===== src/sv/pdd_pkg.sv =====
// Shared constants and controller/datapath command type for the point motion block.
`timescale 1ns / 1ps
package pdd_pkg;

  localparam int COORD_WIDTH = 16;  // default coordinate width, signed fixed point
  localparam int TAG_WIDTH   = 16;
  localparam int NUM_AXES    = 3;

  // input item function codes
  localparam logic FUNC_SAMPLE = 1'b0;
  localparam logic FUNC_FLUSH  = 1'b1;

  // axis select codes for the shared squarer
  localparam logic [1:0] AXIS_X = 2'd0;
  localparam logic [1:0] AXIS_Y = 2'd1;
  localparam logic [1:0] AXIS_Z = 2'd2;

  typedef struct packed {
    logic       load;       // capture a sample item, form deltas, update stored point
    logic       flush;      // clear stored point
    logic       square;     // square one axis delta and accumulate
    logic [1:0] sel;        // axis for square
    logic       root_init;  // load radicand, clear root and remainder
    logic       root_step;  // one bit of the square root
    logic       out_load;   // move finished item into output register
  } cmd_t;

endpackage


===== src/sv/pdd_sample_if.sv =====
// Input channel: one tagged point or a flush request per item.
`timescale 1ns / 1ps
interface pdd_sample_if #(
  parameter int W = pdd_pkg::COORD_WIDTH
);
  logic                           valid;
  logic                           ready;
  logic                           func;
  logic signed [pdd_pkg::TAG_WIDTH-1:0] tag;
  logic signed [W-1:0]            x_coord;
  logic signed [W-1:0]            y_coord;
  logic signed [W-1:0]            z_coord;

  modport source (output valid, func, tag, x_coord, y_coord, z_coord, input ready);
  modport sink   (input valid, func, tag, x_coord, y_coord, z_coord, output ready);
endinterface


===== src/sv/pdd_result_if.sv =====
// Output channel: previous point, deltas, sign flags and distance per item.
`timescale 1ns / 1ps
interface pdd_result_if #(
  parameter int W = pdd_pkg::COORD_WIDTH
);
  logic                           valid;
  logic                           ready;
  logic signed [pdd_pkg::TAG_WIDTH-1:0] tag_out;
  logic signed [W-1:0]            before_x;
  logic signed [W-1:0]            before_y;
  logic signed [W-1:0]            before_z;
  logic [pdd_pkg::NUM_AXES-1:0]   rising_flags;
  logic signed [W:0]              delta_x;
  logic signed [W:0]              delta_y;
  logic signed [W:0]              delta_z;
  logic [W:0]                     distance;

  modport source (output valid, tag_out, before_x, before_y, before_z, rising_flags,
                  delta_x, delta_y, delta_z, distance, input ready);
  modport sink   (input valid, tag_out, before_x, before_y, before_z, rising_flags,
                  delta_x, delta_y, delta_z, distance, output ready);
endinterface


===== src/sv/pdd_ctrl.sv =====
// Controller: sequences capture, squaring, bit-serial square root and output load.
`timescale 1ns / 1ps
module pdd_ctrl #(
  parameter int W = pdd_pkg::COORD_WIDTH
) (
  input  logic          clk,
  input  logic          rst,
  input  logic          in_valid,
  input  logic          in_func,
  output logic          in_ready,
  input  logic          out_ready,
  output logic          out_valid,
  output pdd_pkg::cmd_t cmd
);

  localparam int CW = $clog2(W + 1);

  localparam logic [1:0] ST_IDLE = 2'd0;
  localparam logic [1:0] ST_SQR  = 2'd1;
  localparam logic [1:0] ST_ROOT = 2'd2;
  localparam logic [1:0] ST_FIN  = 2'd3;

  logic [1:0]    state, state_next;
  logic [CW-1:0] cnt, cnt_next;
  logic          out_full, out_full_next;
  logic          slot_free;

  assign slot_free = !out_full || out_ready;
  assign in_ready  = (state == ST_IDLE);
  assign out_valid = out_full;

  always_comb begin
    state_next = state;
    cnt_next   = cnt;
    cmd        = '0;
    unique case (state)
      ST_IDLE: begin
        if (in_valid) begin
          if (in_func == pdd_pkg::FUNC_FLUSH) begin
            cmd.flush = 1'b1;
          end else begin
            cmd.load   = 1'b1;
            cnt_next   = '0;
            state_next = ST_SQR;
          end
        end
      end
      ST_SQR: begin
        // one axis per cycle, then a final step that adds the last product
        if (cnt == CW'(pdd_pkg::NUM_AXES)) begin
          cmd.root_init = 1'b1;
          cnt_next      = '0;
          state_next    = ST_ROOT;
        end else begin
          cmd.square = 1'b1;
          cmd.sel    = cnt[1:0];
          cnt_next   = cnt + 1'b1;
        end
      end
      ST_ROOT: begin
        cmd.root_step = 1'b1;
        if (cnt == CW'(W)) begin
          state_next = ST_FIN;
        end else begin
          cnt_next = cnt + 1'b1;
        end
      end
      ST_FIN: begin
        if (slot_free) begin
          cmd.out_load = 1'b1;
          state_next   = ST_IDLE;
        end
      end
      default: state_next = ST_IDLE;
    endcase
  end

  always_comb begin
    if (cmd.out_load) begin
      out_full_next = 1'b1;
    end else if (out_ready) begin
      out_full_next = 1'b0;
    end else begin
      out_full_next = out_full;
    end
  end

  always_ff @(posedge clk) begin
    if (rst) begin
      state    <= ST_IDLE;
      cnt      <= '0;
      out_full <= 1'b0;
    end else begin
      state    <= state_next;
      cnt      <= cnt_next;
      out_full <= out_full_next;
    end
  end

endmodule


===== src/sv/pdd_datapath.sv =====
// Datapath: stored point, deltas, shared squarer, restoring square root, output register.
`timescale 1ns / 1ps
module pdd_datapath #(
  parameter int W = pdd_pkg::COORD_WIDTH
) (
  input  logic                                clk,
  input  logic                                rst,
  input  pdd_pkg::cmd_t                       cmd,
  input  logic signed [pdd_pkg::TAG_WIDTH-1:0] tag,
  input  logic signed [W-1:0]                 x_coord,
  input  logic signed [W-1:0]                 y_coord,
  input  logic signed [W-1:0]                 z_coord,
  output logic signed [pdd_pkg::TAG_WIDTH-1:0] tag_out,
  output logic signed [W-1:0]                 before_x,
  output logic signed [W-1:0]                 before_y,
  output logic signed [W-1:0]                 before_z,
  output logic [pdd_pkg::NUM_AXES-1:0]        rising_flags,
  output logic signed [W:0]                   delta_x,
  output logic signed [W:0]                   delta_y,
  output logic signed [W:0]                   delta_z,
  output logic [W:0]                          distance
);

  localparam int SW = 2 * W + 2;  // sum of three squares stays below 2^SW

  logic signed [W-1:0] last_x, last_y, last_z;
  logic signed [pdd_pkg::TAG_WIDTH-1:0] tag_r;
  logic signed [W-1:0] bx, by, bz;
  logic signed [W:0]   dx, dy, dz;
  logic [SW-1:0]       prod, sum, rad;
  logic [W+1:0]        rem;  // never exceeds twice the partial root
  logic [W:0]          root;

  logic signed [W:0] dsel;
  logic [W:0]        magv;
  logic [SW-1:0]     sq_w;
  logic [W+3:0]      rem_sh, trial, diff;

  always_comb begin
    case (cmd.sel)
      pdd_pkg::AXIS_X: dsel = dx;
      pdd_pkg::AXIS_Y: dsel = dy;
      pdd_pkg::AXIS_Z: dsel = dz;
      default:         dsel = dz;
    endcase
  end

  // magnitude of -2^W is 2^W, which still fits W+1 unsigned bits
  assign magv = dsel[W] ? (W+1)'(-dsel) : dsel;
  assign sq_w = SW'(magv) * SW'(magv);

  assign rem_sh = {rem, rad[SW-1 -: 2]};
  assign trial  = {1'b0, root, 2'b01};
  assign diff   = rem_sh - trial;

  always_ff @(posedge clk) begin
    if (rst) begin
      last_x <= '0;
      last_y <= '0;
      last_z <= '0;
    end else if (cmd.flush) begin
      last_x <= '0;
      last_y <= '0;
      last_z <= '0;
    end else if (cmd.load) begin
      last_x <= x_coord;
      last_y <= y_coord;
      last_z <= z_coord;
    end
  end

  always_ff @(posedge clk) begin
    if (cmd.load) begin
      tag_r <= tag;
      bx    <= last_x;
      by    <= last_y;
      bz    <= last_z;
      dx    <= {x_coord[W-1], x_coord} - {last_x[W-1], last_x};
      dy    <= {y_coord[W-1], y_coord} - {last_y[W-1], last_y};
      dz    <= {z_coord[W-1], z_coord} - {last_z[W-1], last_z};
      prod  <= '0;
      sum   <= '0;
    end else if (cmd.square) begin
      prod <= sq_w;
      sum  <= sum + prod;
    end

    if (cmd.root_init) begin
      rad  <= sum + prod;
      rem  <= '0;
      root <= '0;
    end else if (cmd.root_step) begin
      rad <= {rad[SW-3:0], 2'b00};
      if (rem_sh >= trial) begin
        rem  <= diff[W+1:0];
        root <= {root[W-1:0], 1'b1};
      end else begin
        rem  <= rem_sh[W+1:0];
        root <= {root[W-1:0], 1'b0};
      end
    end

    if (cmd.out_load) begin
      tag_out      <= tag_r;
      before_x     <= bx;
      before_y     <= by;
      before_z     <= bz;
      rising_flags <= {!dz[W], !dy[W], !dx[W]};
      delta_x      <= dx;
      delta_y      <= dy;
      delta_z      <= dz;
      distance     <= root;
    end
  end

endmodule


===== src/sv/point_motion_delta_distance.sv =====
// Top level of the point motion delta and distance block.
`timescale 1ns / 1ps
// Each sample item (func = 0) yields one result: its tag, the stored previous
// point, per-axis deltas (current minus previous), a flag per axis set where
// the delta is not negative, and floor(sqrt(dx^2 + dy^2 + dz^2)) in the same
// fixed-point format as the coordinates. The sample then becomes the stored
// point. A flush item (func = 1) zeroes the stored point and gives no result.
// A sample is captured, then squared on the shared squarer that handles one
// axis per cycle, then passed through the restoring square root that resolves
// one result bit per cycle, and finally loaded into the output register once
// that register is free. The input accepts only between samples; a finished
// result waits in the output register while the next item is taken in and
// worked on.
module point_motion_delta_distance #(
  parameter int COORD_WIDTH = pdd_pkg::COORD_WIDTH
) (
  input logic              clk,
  input logic              rst,
  pdd_sample_if.sink       sample,
  pdd_result_if.source     result
);

  pdd_pkg::cmd_t cmd;

  pdd_ctrl #(.W(COORD_WIDTH)) u_ctrl (
    .clk       (clk),
    .rst       (rst),
    .in_valid  (sample.valid),
    .in_func   (sample.func),
    .in_ready  (sample.ready),
    .out_ready (result.ready),
    .out_valid (result.valid),
    .cmd       (cmd)
  );

  pdd_datapath #(.W(COORD_WIDTH)) u_dp (
    .clk          (clk),
    .rst          (rst),
    .cmd          (cmd),
    .tag          (sample.tag),
    .x_coord      (sample.x_coord),
    .y_coord      (sample.y_coord),
    .z_coord      (sample.z_coord),
    .tag_out      (result.tag_out),
    .before_x     (result.before_x),
    .before_y     (result.before_y),
    .before_z     (result.before_z),
    .rising_flags (result.rising_flags),
    .delta_x      (result.delta_x),
    .delta_y      (result.delta_y),
    .delta_z      (result.delta_z),
    .distance     (result.distance)
  );

endmodule


===== src/flat_wrapper.sv =====
// flat-port wrapper written by rule: the top's interface ports become plain ports
module point_motion_delta_distance_flat 
#(
  parameter int COORD_WIDTH = pdd_pkg::COORD_WIDTH
)
  (clk, rst, sample_valid, sample_func, sample_tag, sample_x_coord, sample_y_coord, sample_z_coord, sample_ready, result_valid, result_tag_out, result_before_x, result_before_y, result_before_z, result_rising_flags, result_delta_x, result_delta_y, result_delta_z, result_distance, result_ready);
  pdd_sample_if #(.W((pdd_pkg::COORD_WIDTH))) sample_i ();
  pdd_result_if #(.W((pdd_pkg::COORD_WIDTH))) result_i ();
  input logic clk;
  input logic rst;
  input wire logic [$bits(sample_i.valid)-1:0] sample_valid;
  input wire logic [$bits(sample_i.func)-1:0] sample_func;
  input wire logic [$bits(sample_i.tag)-1:0] sample_tag;
  input wire logic [$bits(sample_i.x_coord)-1:0] sample_x_coord;
  input wire logic [$bits(sample_i.y_coord)-1:0] sample_y_coord;
  input wire logic [$bits(sample_i.z_coord)-1:0] sample_z_coord;
  output wire logic [$bits(sample_i.ready)-1:0] sample_ready;
  output wire logic [$bits(result_i.valid)-1:0] result_valid;
  output wire logic [$bits(result_i.tag_out)-1:0] result_tag_out;
  output wire logic [$bits(result_i.before_x)-1:0] result_before_x;
  output wire logic [$bits(result_i.before_y)-1:0] result_before_y;
  output wire logic [$bits(result_i.before_z)-1:0] result_before_z;
  output wire logic [$bits(result_i.rising_flags)-1:0] result_rising_flags;
  output wire logic [$bits(result_i.delta_x)-1:0] result_delta_x;
  output wire logic [$bits(result_i.delta_y)-1:0] result_delta_y;
  output wire logic [$bits(result_i.delta_z)-1:0] result_delta_z;
  output wire logic [$bits(result_i.distance)-1:0] result_distance;
  input wire logic [$bits(result_i.ready)-1:0] result_ready;
  assign sample_i.valid = sample_valid;
  assign sample_i.func = sample_func;
  assign sample_i.tag = sample_tag;
  assign sample_i.x_coord = sample_x_coord;
  assign sample_i.y_coord = sample_y_coord;
  assign sample_i.z_coord = sample_z_coord;
  assign sample_ready = sample_i.ready;
  assign result_valid = result_i.valid;
  assign result_tag_out = result_i.tag_out;
  assign result_before_x = result_i.before_x;
  assign result_before_y = result_i.before_y;
  assign result_before_z = result_i.before_z;
  assign result_rising_flags = result_i.rising_flags;
  assign result_delta_x = result_i.delta_x;
  assign result_delta_y = result_i.delta_y;
  assign result_delta_z = result_i.delta_z;
  assign result_distance = result_i.distance;
  assign result_i.ready = result_ready;
  point_motion_delta_distance #(.COORD_WIDTH(COORD_WIDTH)) u_core (.clk(clk), .rst(rst), .sample(sample_i), .result(result_i));
endmodule

===== config.mk =====
export PLATFORM = sky130hd
export DESIGN_NAME = point_motion_delta_distance_flat
export DESIGN_NICKNAME = d
export VERILOG_FILES = /design/src/sv/pdd_pkg.sv /design/src/sv/pdd_sample_if.sv /design/src/sv/pdd_result_if.sv /design/src/sv/pdd_ctrl.sv /design/src/sv/pdd_datapath.sv /design/src/sv/point_motion_delta_distance.sv /design/src/flat_wrapper.sv
export SDC_FILE = /design/constraint.sdc
export NUM_CORES = 1
export LEC_CHECK = 0
export BUFFER_PORTS_ARGS = -buffer_cell sky130_fd_sc_hd__buf_2
export CAP_MARGIN = 20
export CORE_MARGIN = 3
export CORE_UTILIZATION = 36
export CTS_CLUSTER_SIZE = 10
export DETAILED_ROUTE_END_ITERATION = 6
export HOLD_SLACK_MARGIN = 0.03
export PLACE_DENSITY = 0.63
export SYNTH_ARGS = -nofsm -noshare
export SYNTH_HDL_FRONTEND = slang
export SYNTH_SLANG_ARGS = --single-unit

===== constraint.sdc =====
create_clock -name clk -period 19.9 [get_ports clk]
set_clock_uncertainty 0.05 [all_clocks]
set_input_delay 0.995 -clock clk [delete_from_list [all_inputs] [get_ports clk]]
set_output_delay 0.995 -clock clk [all_outputs]
set_load 0.02 [all_outputs]

=== Yosys cells after proc, flatten, opt, wreduce, memory -nomap -nowiden ===
Cells that the tools add are included.

* Word-level logic and storage cells: 90
* Output and inout port bits: 137
* Register bits: 443
* Input bits: 69

* $add $sub $neg: 7
* Reductions and logical operators: 13
* Order comparisons: 1
* Mux-type cells: 29
* Equal/unequal tests: 12
* Multipliers: 1

{| class="wikitable"
|+ Operators by type and width
! kind !! count
|-
| 34-bit two-way mux || 2
|-
| 16-bit by 16-bit subtractor with 17-bit output || 3
|-
| 34-bit adder || 1
|-
| 17-bit by 17-bit multiplier with 34-bit output || 1
|-
| 17-bit one-hot mux with 2 select lines || 1
|-
| 20-bit by 19-bit >= comparator with 1-bit output || 1
|-
| 5-bit two-way mux || 4
|-
| 18-bit two-way mux || 1
|-
| 18-bit subtractor || 1
|-
| 17-bit two-way mux || 1
|-
| 17-bit negation || 1
|-
| 5-bit one-hot mux with 3 select lines || 1
|-
| 2-bit two-way mux || 7
|-
| 2-bit != test (second input constant) || 6
|-
| 1-bit two-way mux || 9
|-
| 2-bit one-hot mux with 4 select lines || 1
|-
| 5-bit by 1-bit adder with 5-bit output (second input constant) || 1
|-
| 5-bit by 2-bit equality test with 1-bit output (second input constant) || 1
|-
| 5-bit equality test (second input constant) || 1
|-
| 5-bit AND reduction || 1
|-
| 2-bit by 1-bit equality test with 1-bit output (second input constant) || 2
|-
| 2-bit equality test (second input constant) || 2
|-
| 1-bit zero test || 4
|-
| 2-bit zero test || 2
|-
| 7 further kinds || 8
|}

=== Logic depth before layout (Yosys ltp) ===
* Depth in word-level cells: 8
* Gate-level depth with buffers: 36

=== Hierarchy ===
From an unflattened synthesis, not the netlist that was laid out.

* Cells, all modules: 2702
* Area, all modules: 28756.3 um2

{| class="wikitable"
|+ Modules (own cells, without submodules)
! module !! cells each !! instances !! area each (um2)
|-
| pdd_datapath || 2637 || 1 || 28173.3
|-
| pdd_ctrl || 65 || 1 || 583.1
|}

=== Least setup slack after synthesis ===
Ideal clock, no wire load.

* Kind: flip-flop to flip-flop
* From: register u_core.u_ctrl.cnt[0]
* To: register u_core.u_dp.prod[32]
* Data required time: 19.778 ns
* Buffers on the path: 2
* Stages on the path, launching flop included: 32
* Library setup time: 0.072 ns
* Setup slack: 11.405 ns
* Data arrival time: 8.373 ns
* Path through: dfxtp_1 ha_1 or4b_1 buf_2 a41o_1 a221o_1 inv_2 clkbuf_1 ha_1 nand2_1 o41ai_1 xnor2_1 nand2_1 fa_1 inv_1 fa_1 inv_1 fa_1 inv_1 fa_1 fa_1 inv_1 fa_1 inv_1 ha_1 or4_1 o22ai_1 a31oi_1 o211ai_1 a21oi_1 a21oi_1 mux2i_1

* Longest elaborated chain between the ends: 8

{| class="wikitable"
|+ RTL lines
! element !! RTL line !! source
|-
| from (decl) || pdd_ctrl.sv:24 || <nowiki>logic [CW-1:0] cnt, cnt_next;</nowiki>
|-
| from (signal assigned) || pdd_ctrl.sv:95 || <nowiki>cnt <= cnt_next;</nowiki>
|-
| 5-bit by 2-bit equality test with 1-bit output || pdd_ctrl.sv:50 || <nowiki>if (cnt == CW'(pdd_pkg::NUM_AXES)) begin</nowiki>
|-
| 3-bit two-way mux * || pdd_ctrl.sv:50 ||
|-
| 4-bit two-way mux * || pdd_ctrl.sv:36 || <nowiki>unique case (state)</nowiki>
|-
| 2-bit by 1-bit equality test with 1-bit output or 2-bit zero test (tied branches) || pdd_datapath.sv:40 || <nowiki>case (cmd.sel)</nowiki>
|-
| 17-bit one-hot mux with 2 select lines || pdd_datapath.sv:40 ||
|-
| 17-bit negation || pdd_datapath.sv:49 || <nowiki>assign magv = dsel[W] ? (W+1)'(-dsel) : dsel;</nowiki>
|-
| 17-bit two-way mux || pdd_datapath.sv:49 ||
|-
| 17-bit by 17-bit multiplier with 34-bit output || pdd_datapath.sv:50 || <nowiki>assign sq_w = SW'(magv) * SW'(magv);</nowiki>
|-
| to (signal assigned) || pdd_datapath.sv:84 || <nowiki>prod <= sq_w;</nowiki>
|-
| to (decl) || pdd_datapath.sv:30 || <nowiki>logic [SW-1:0] prod, sum, rad;</nowiki>
|}

Every way passes the cells marked *; elsewhere a longest branch is shown, timed or not.
A chain may end at the register's enable or synchronous reset.

=== Worst setup path in the final report ===
* From: register u_core.u_ctrl.cnt[0]
* To: register u_core.u_dp.prod[30]

Same word-level chain as after synthesis.

==> out/results.tsv <==
metric	value	unit
aggregate negative setup slack	0	ps
antenna-violating nets left	0	
clock buffers created by TritonCTS	51	
library cell used as clock root buffer	sky130_fd_sc_hd__clkbuf_16	
Site Rows	102	
First DRT Iteration DRCs	1147	
number of remaining DRC errors	0	
synthesized area per cell	10.0	um^2
Synth Warn #	0	
Global Route Usage Sum	0.162	
Worst setup startpoint	u_core.u_ctrl.cnt[0]	
startpoint of the worst register-to-register path	u_core.u_ctrl.cnt[0]	
number of inserted filler cells in the final layout	7599	
Setup crit start kind	register	
Reg clk slew, reported paths	60	ps
max_slew headroom	0.275	
initial antenna violation count	6	
dominant synthesized flop cell	sky130_fd_sc_hd__edfxtp_1	
Hold Vio Cnt, Final	0	
buffers added on ports	205	
post-synthesis cell area	28300	um^2
final core occ	0.414	
Worst Tran Pin Value	1080	ps
period utilisation layout	0.549	
Vias per Instance	4.90	
last weighted congestion value of the routability-driven placer	0.870	
number of resized instances in the post-cts repair step	0	
total count of max-transition violations in the final report	0	
share of synthesized area occupied by flip-flops and latches	0.413	
r2r worst-path depth	30	
Die Ht	287	um
number of enable-type register cells in the synthesized netlist	284	
half-perimeter wire length of the detailed placement result	49400	um
maximum number of pins on one net before global-route repair	145	
setup bufs post-CTS	0	
die outline area	82100	um^2
hold-fix buffer count after cts	0	
global route total overflow	0	
number of violations of the max-capacitance limit	0	
CP max stage delay	850	ps
Crit path top cell by count	sky130_fd_sc_hd__fa_1	
number of top-level pins	206	
share of synthesized registers carrying an async set or reset	0	
Fmax	91.6	MHz
kind of end point of the critical path	register	
Routed Wire Length	66300	um
first-pass GRT wire length	107000	um
number of levels the H-tree was split into	2	
vias in the first global route	20300	
number of setup violations in the final report	0	
Critical Path Sink	u_core.u_dp.prod[30]	
layout-stage area growth over the synthesis result	13.5	%
detailed-route via count	20200	
cell with the largest stage delay on the worst path	sky130_fd_sc_hd__xor2_1	
number of synthesized register bits	442	
post-detailed-route wirelength per cell	16.1	um
run status	finished, final reports clean	
clock period minus worst slack	10920	ps
largest buffer count on any clock path	3	
RSZ-0062 raised after global routing	false	
worst reg2reg setup slack	8980	ps
effective utilization at floorplan	0.365	
Critical Path AT	11290	ps
CTS tree	built	
Horiz. Die Dim	287	um
net total in the final layout	3507	
type of the setup path with the least slack	register to register	
First-pass DRT Iterations	5	
share of post-route cells with drive strength above 1	0.108	
standard cell core area	77700	um^2
class of the most critical hold timing path	register to register	
critical path data required time	20280	ps
reg2reg end	u_core.u_dp.prod[30]	
synthesized instance count	2827	
Crit Path Max Fanout	23	
number of unique standard cell types used by synthesis	77	
number of sinks handled by clock tree synthesis	442	
later-pin clock latency in the skew report	610	ps
-- worst min-delay path by stage --
stage	slack [ps]	cells after the start	startpoint	endpoint
4_1_cts	370	0	u_core.u_dp.by[4]	u_core.u_dp.before_y[4]
3_5_place_dp	350	0	u_core.u_dp.bx[1]	u_core.u_dp.before_x[1]
6_report	360	0	u_core.u_dp.by[15]	u_core.u_dp.before_y[15]
3_3_place_gp	350	0	u_core.u_dp.bz[11]	u_core.u_dp.before_z[11]
5_1_grt	370	0	u_core.u_dp.tag_r[2]	u_core.u_dp.tag_out[2]
2_1_floorplan	350	0	u_core.u_dp.bx[0]	u_core.u_dp.before_x[0]
-- flip-flops by register name (all words and copies together) (netlist names), 18 cells and up --
| register | flops |
|---|---|
| u_core.u_dp.rad | 34 |
| u_core.u_dp.sum | 34 |
| u_core.u_dp.prod | 33 |
| u_core.u_dp.rem | 18 |
-- logic make-up after synthesis --
logic type	Yosys count	share of synthesized area
adders and majority gates	408	0.232
and+or+nand+nor	820	0.128
xor gates and xnor gates	114	0.0371
DFF	442	0.413
other	2	0.000265
muxes	26	0.00918
buffers and inverters	500	0.0668
AOI/OAI and AO/OA	515	0.114
-- layout make-up --
cell class                      instances  area (um^2)  area share
Antenna cell                            4         10.0    0.000311
Clock buffer                           91         1500      0.0466
Clock inverter                          3         55.1     0.00171
Inverter                              416         1570      0.0489
Multi-Input combinational cell       1895        14800       0.461
Sequential cell                       442        11700       0.364
Tap cell                             1040         1300      0.0405
Timing Repair Buffer                  224         1200      0.0373
-- per-layer routing --
layer	wire, um	part of all wire	GRT usage	vias to the layer above
li1	-	-	-	9929
met1	28600	0.43	0.205	9680
met2	31400	0.47	0.273	483
met3	4760	0.072	0.0430	88
met4	1540	0.023	0.0453	4
met5	24	0.00036	0	-
-- Yosys cell counts (12+ instances only) --
master                     instances  area [um^2]
sky130_fd_sc_hd__edfxtp_1        284         8530
sky130_fd_sc_hd__xor2_1           32          280
sky130_fd_sc_hd__a31oi_1          16          100
sky130_fd_sc_hd__nor3_1           47          235
sky130_fd_sc_hd__dfxtp_1         158         3160
sky130_fd_sc_hd__nor2_1          174          653
sky130_fd_sc_hd__xnor2_1          78          683
sky130_fd_sc_hd__a221o_1          18          180
sky130_fd_sc_hd__inv_1           397         1490
sky130_fd_sc_hd__inv_2            17         63.8
sky130_fd_sc_hd__nand3_1          46          230
sky130_fd_sc_hd__a21o_1           34          255
sky130_fd_sc_hd__o21ai_0          97          485
sky130_fd_sc_hd__nand2_1         411         1540
sky130_fd_sc_hd__a211oi_1         22          165
sky130_fd_sc_hd__clkbuf_1         67          251
sky130_fd_sc_hd__nor3b_1          20          150
sky130_fd_sc_hd__ha_1            212         2650
sky130_fd_sc_hd__or3_1            19          119
sky130_fd_sc_hd__o21a_1           12         90.1
sky130_fd_sc_hd__fa_1            196         3920
sky130_fd_sc_hd__mux2i_1          26          260
sky130_fd_sc_hd__a21oi_1         216         1080
sky130_fd_sc_hd__nand2b_1         14         87.6
sky130_fd_sc_hd__a41o_1           19          190
sky130_fd_sc_hd__a21boi_0         12         90.1
sky130_fd_sc_hd__nor2b_1          22          138
-- through the flow --
stage	hold slack [ps]	cell area, um^2	std cells	setup WS (ps)
global route	368	32200	4112	8290
finish	364	32200	4115	8980
floorplan	350	28400	2837	11410
global placement	350	30500	4012	9300
CTS	366	32100	4107	9130
detailed placement	355	30500	4013	9190
-- critical path: cells and delay by family, from the launching register on --
kind,cells,cell delay (ps)
buffers and inverters,7,930
AO/OA/AOI/OAI,8,2140
AND/OR/NAND/NOR,5,1960
flip-flops,1,820
XOR/XNOR,2,1010
adder cells (fa/ha/maj),8,3790
-- cell usage in the layout (no fill, tap or decap), types with 19 or more instances in the layout --
cell	synthesis	layout
sky130_fd_sc_hd__nor3_1	47	47
sky130_fd_sc_hd__xnor2_1	78	78
sky130_fd_sc_hd__o21ai_0	97	97
sky130_fd_sc_hd__clkbuf_16	0	52
sky130_fd_sc_hd__nor2_1	174	174
sky130_fd_sc_hd__fa_1	196	196
sky130_fd_sc_hd__buf_2	7	205
sky130_fd_sc_hd__or3_1	19	19
sky130_fd_sc_hd__a21oi_1	216	216
sky130_fd_sc_hd__edfxtp_1	284	284
sky130_fd_sc_hd__dfxtp_1	158	158
sky130_fd_sc_hd__xor2_1	32	32
sky130_fd_sc_hd__nand3_1	46	45
sky130_fd_sc_hd__nor2b_1	22	21
sky130_fd_sc_hd__nand2_1	411	410
sky130_fd_sc_hd__nor3b_1	20	20
sky130_fd_sc_hd__a41o_1	19	19
sky130_fd_sc_hd__a21o_1	34	34
sky130_fd_sc_hd__mux2i_1	26	26
sky130_fd_sc_hd__ha_1	212	211
sky130_fd_sc_hd__a211oi_1	22	22
sky130_fd_sc_hd__inv_1	397	397
sky130_fd_sc_hd__clkbuf_1	67	34
Power is left out: the tool's default activity adds up to more than one toggle a clock period on the data nets, which glitch-free logic cannot reach.
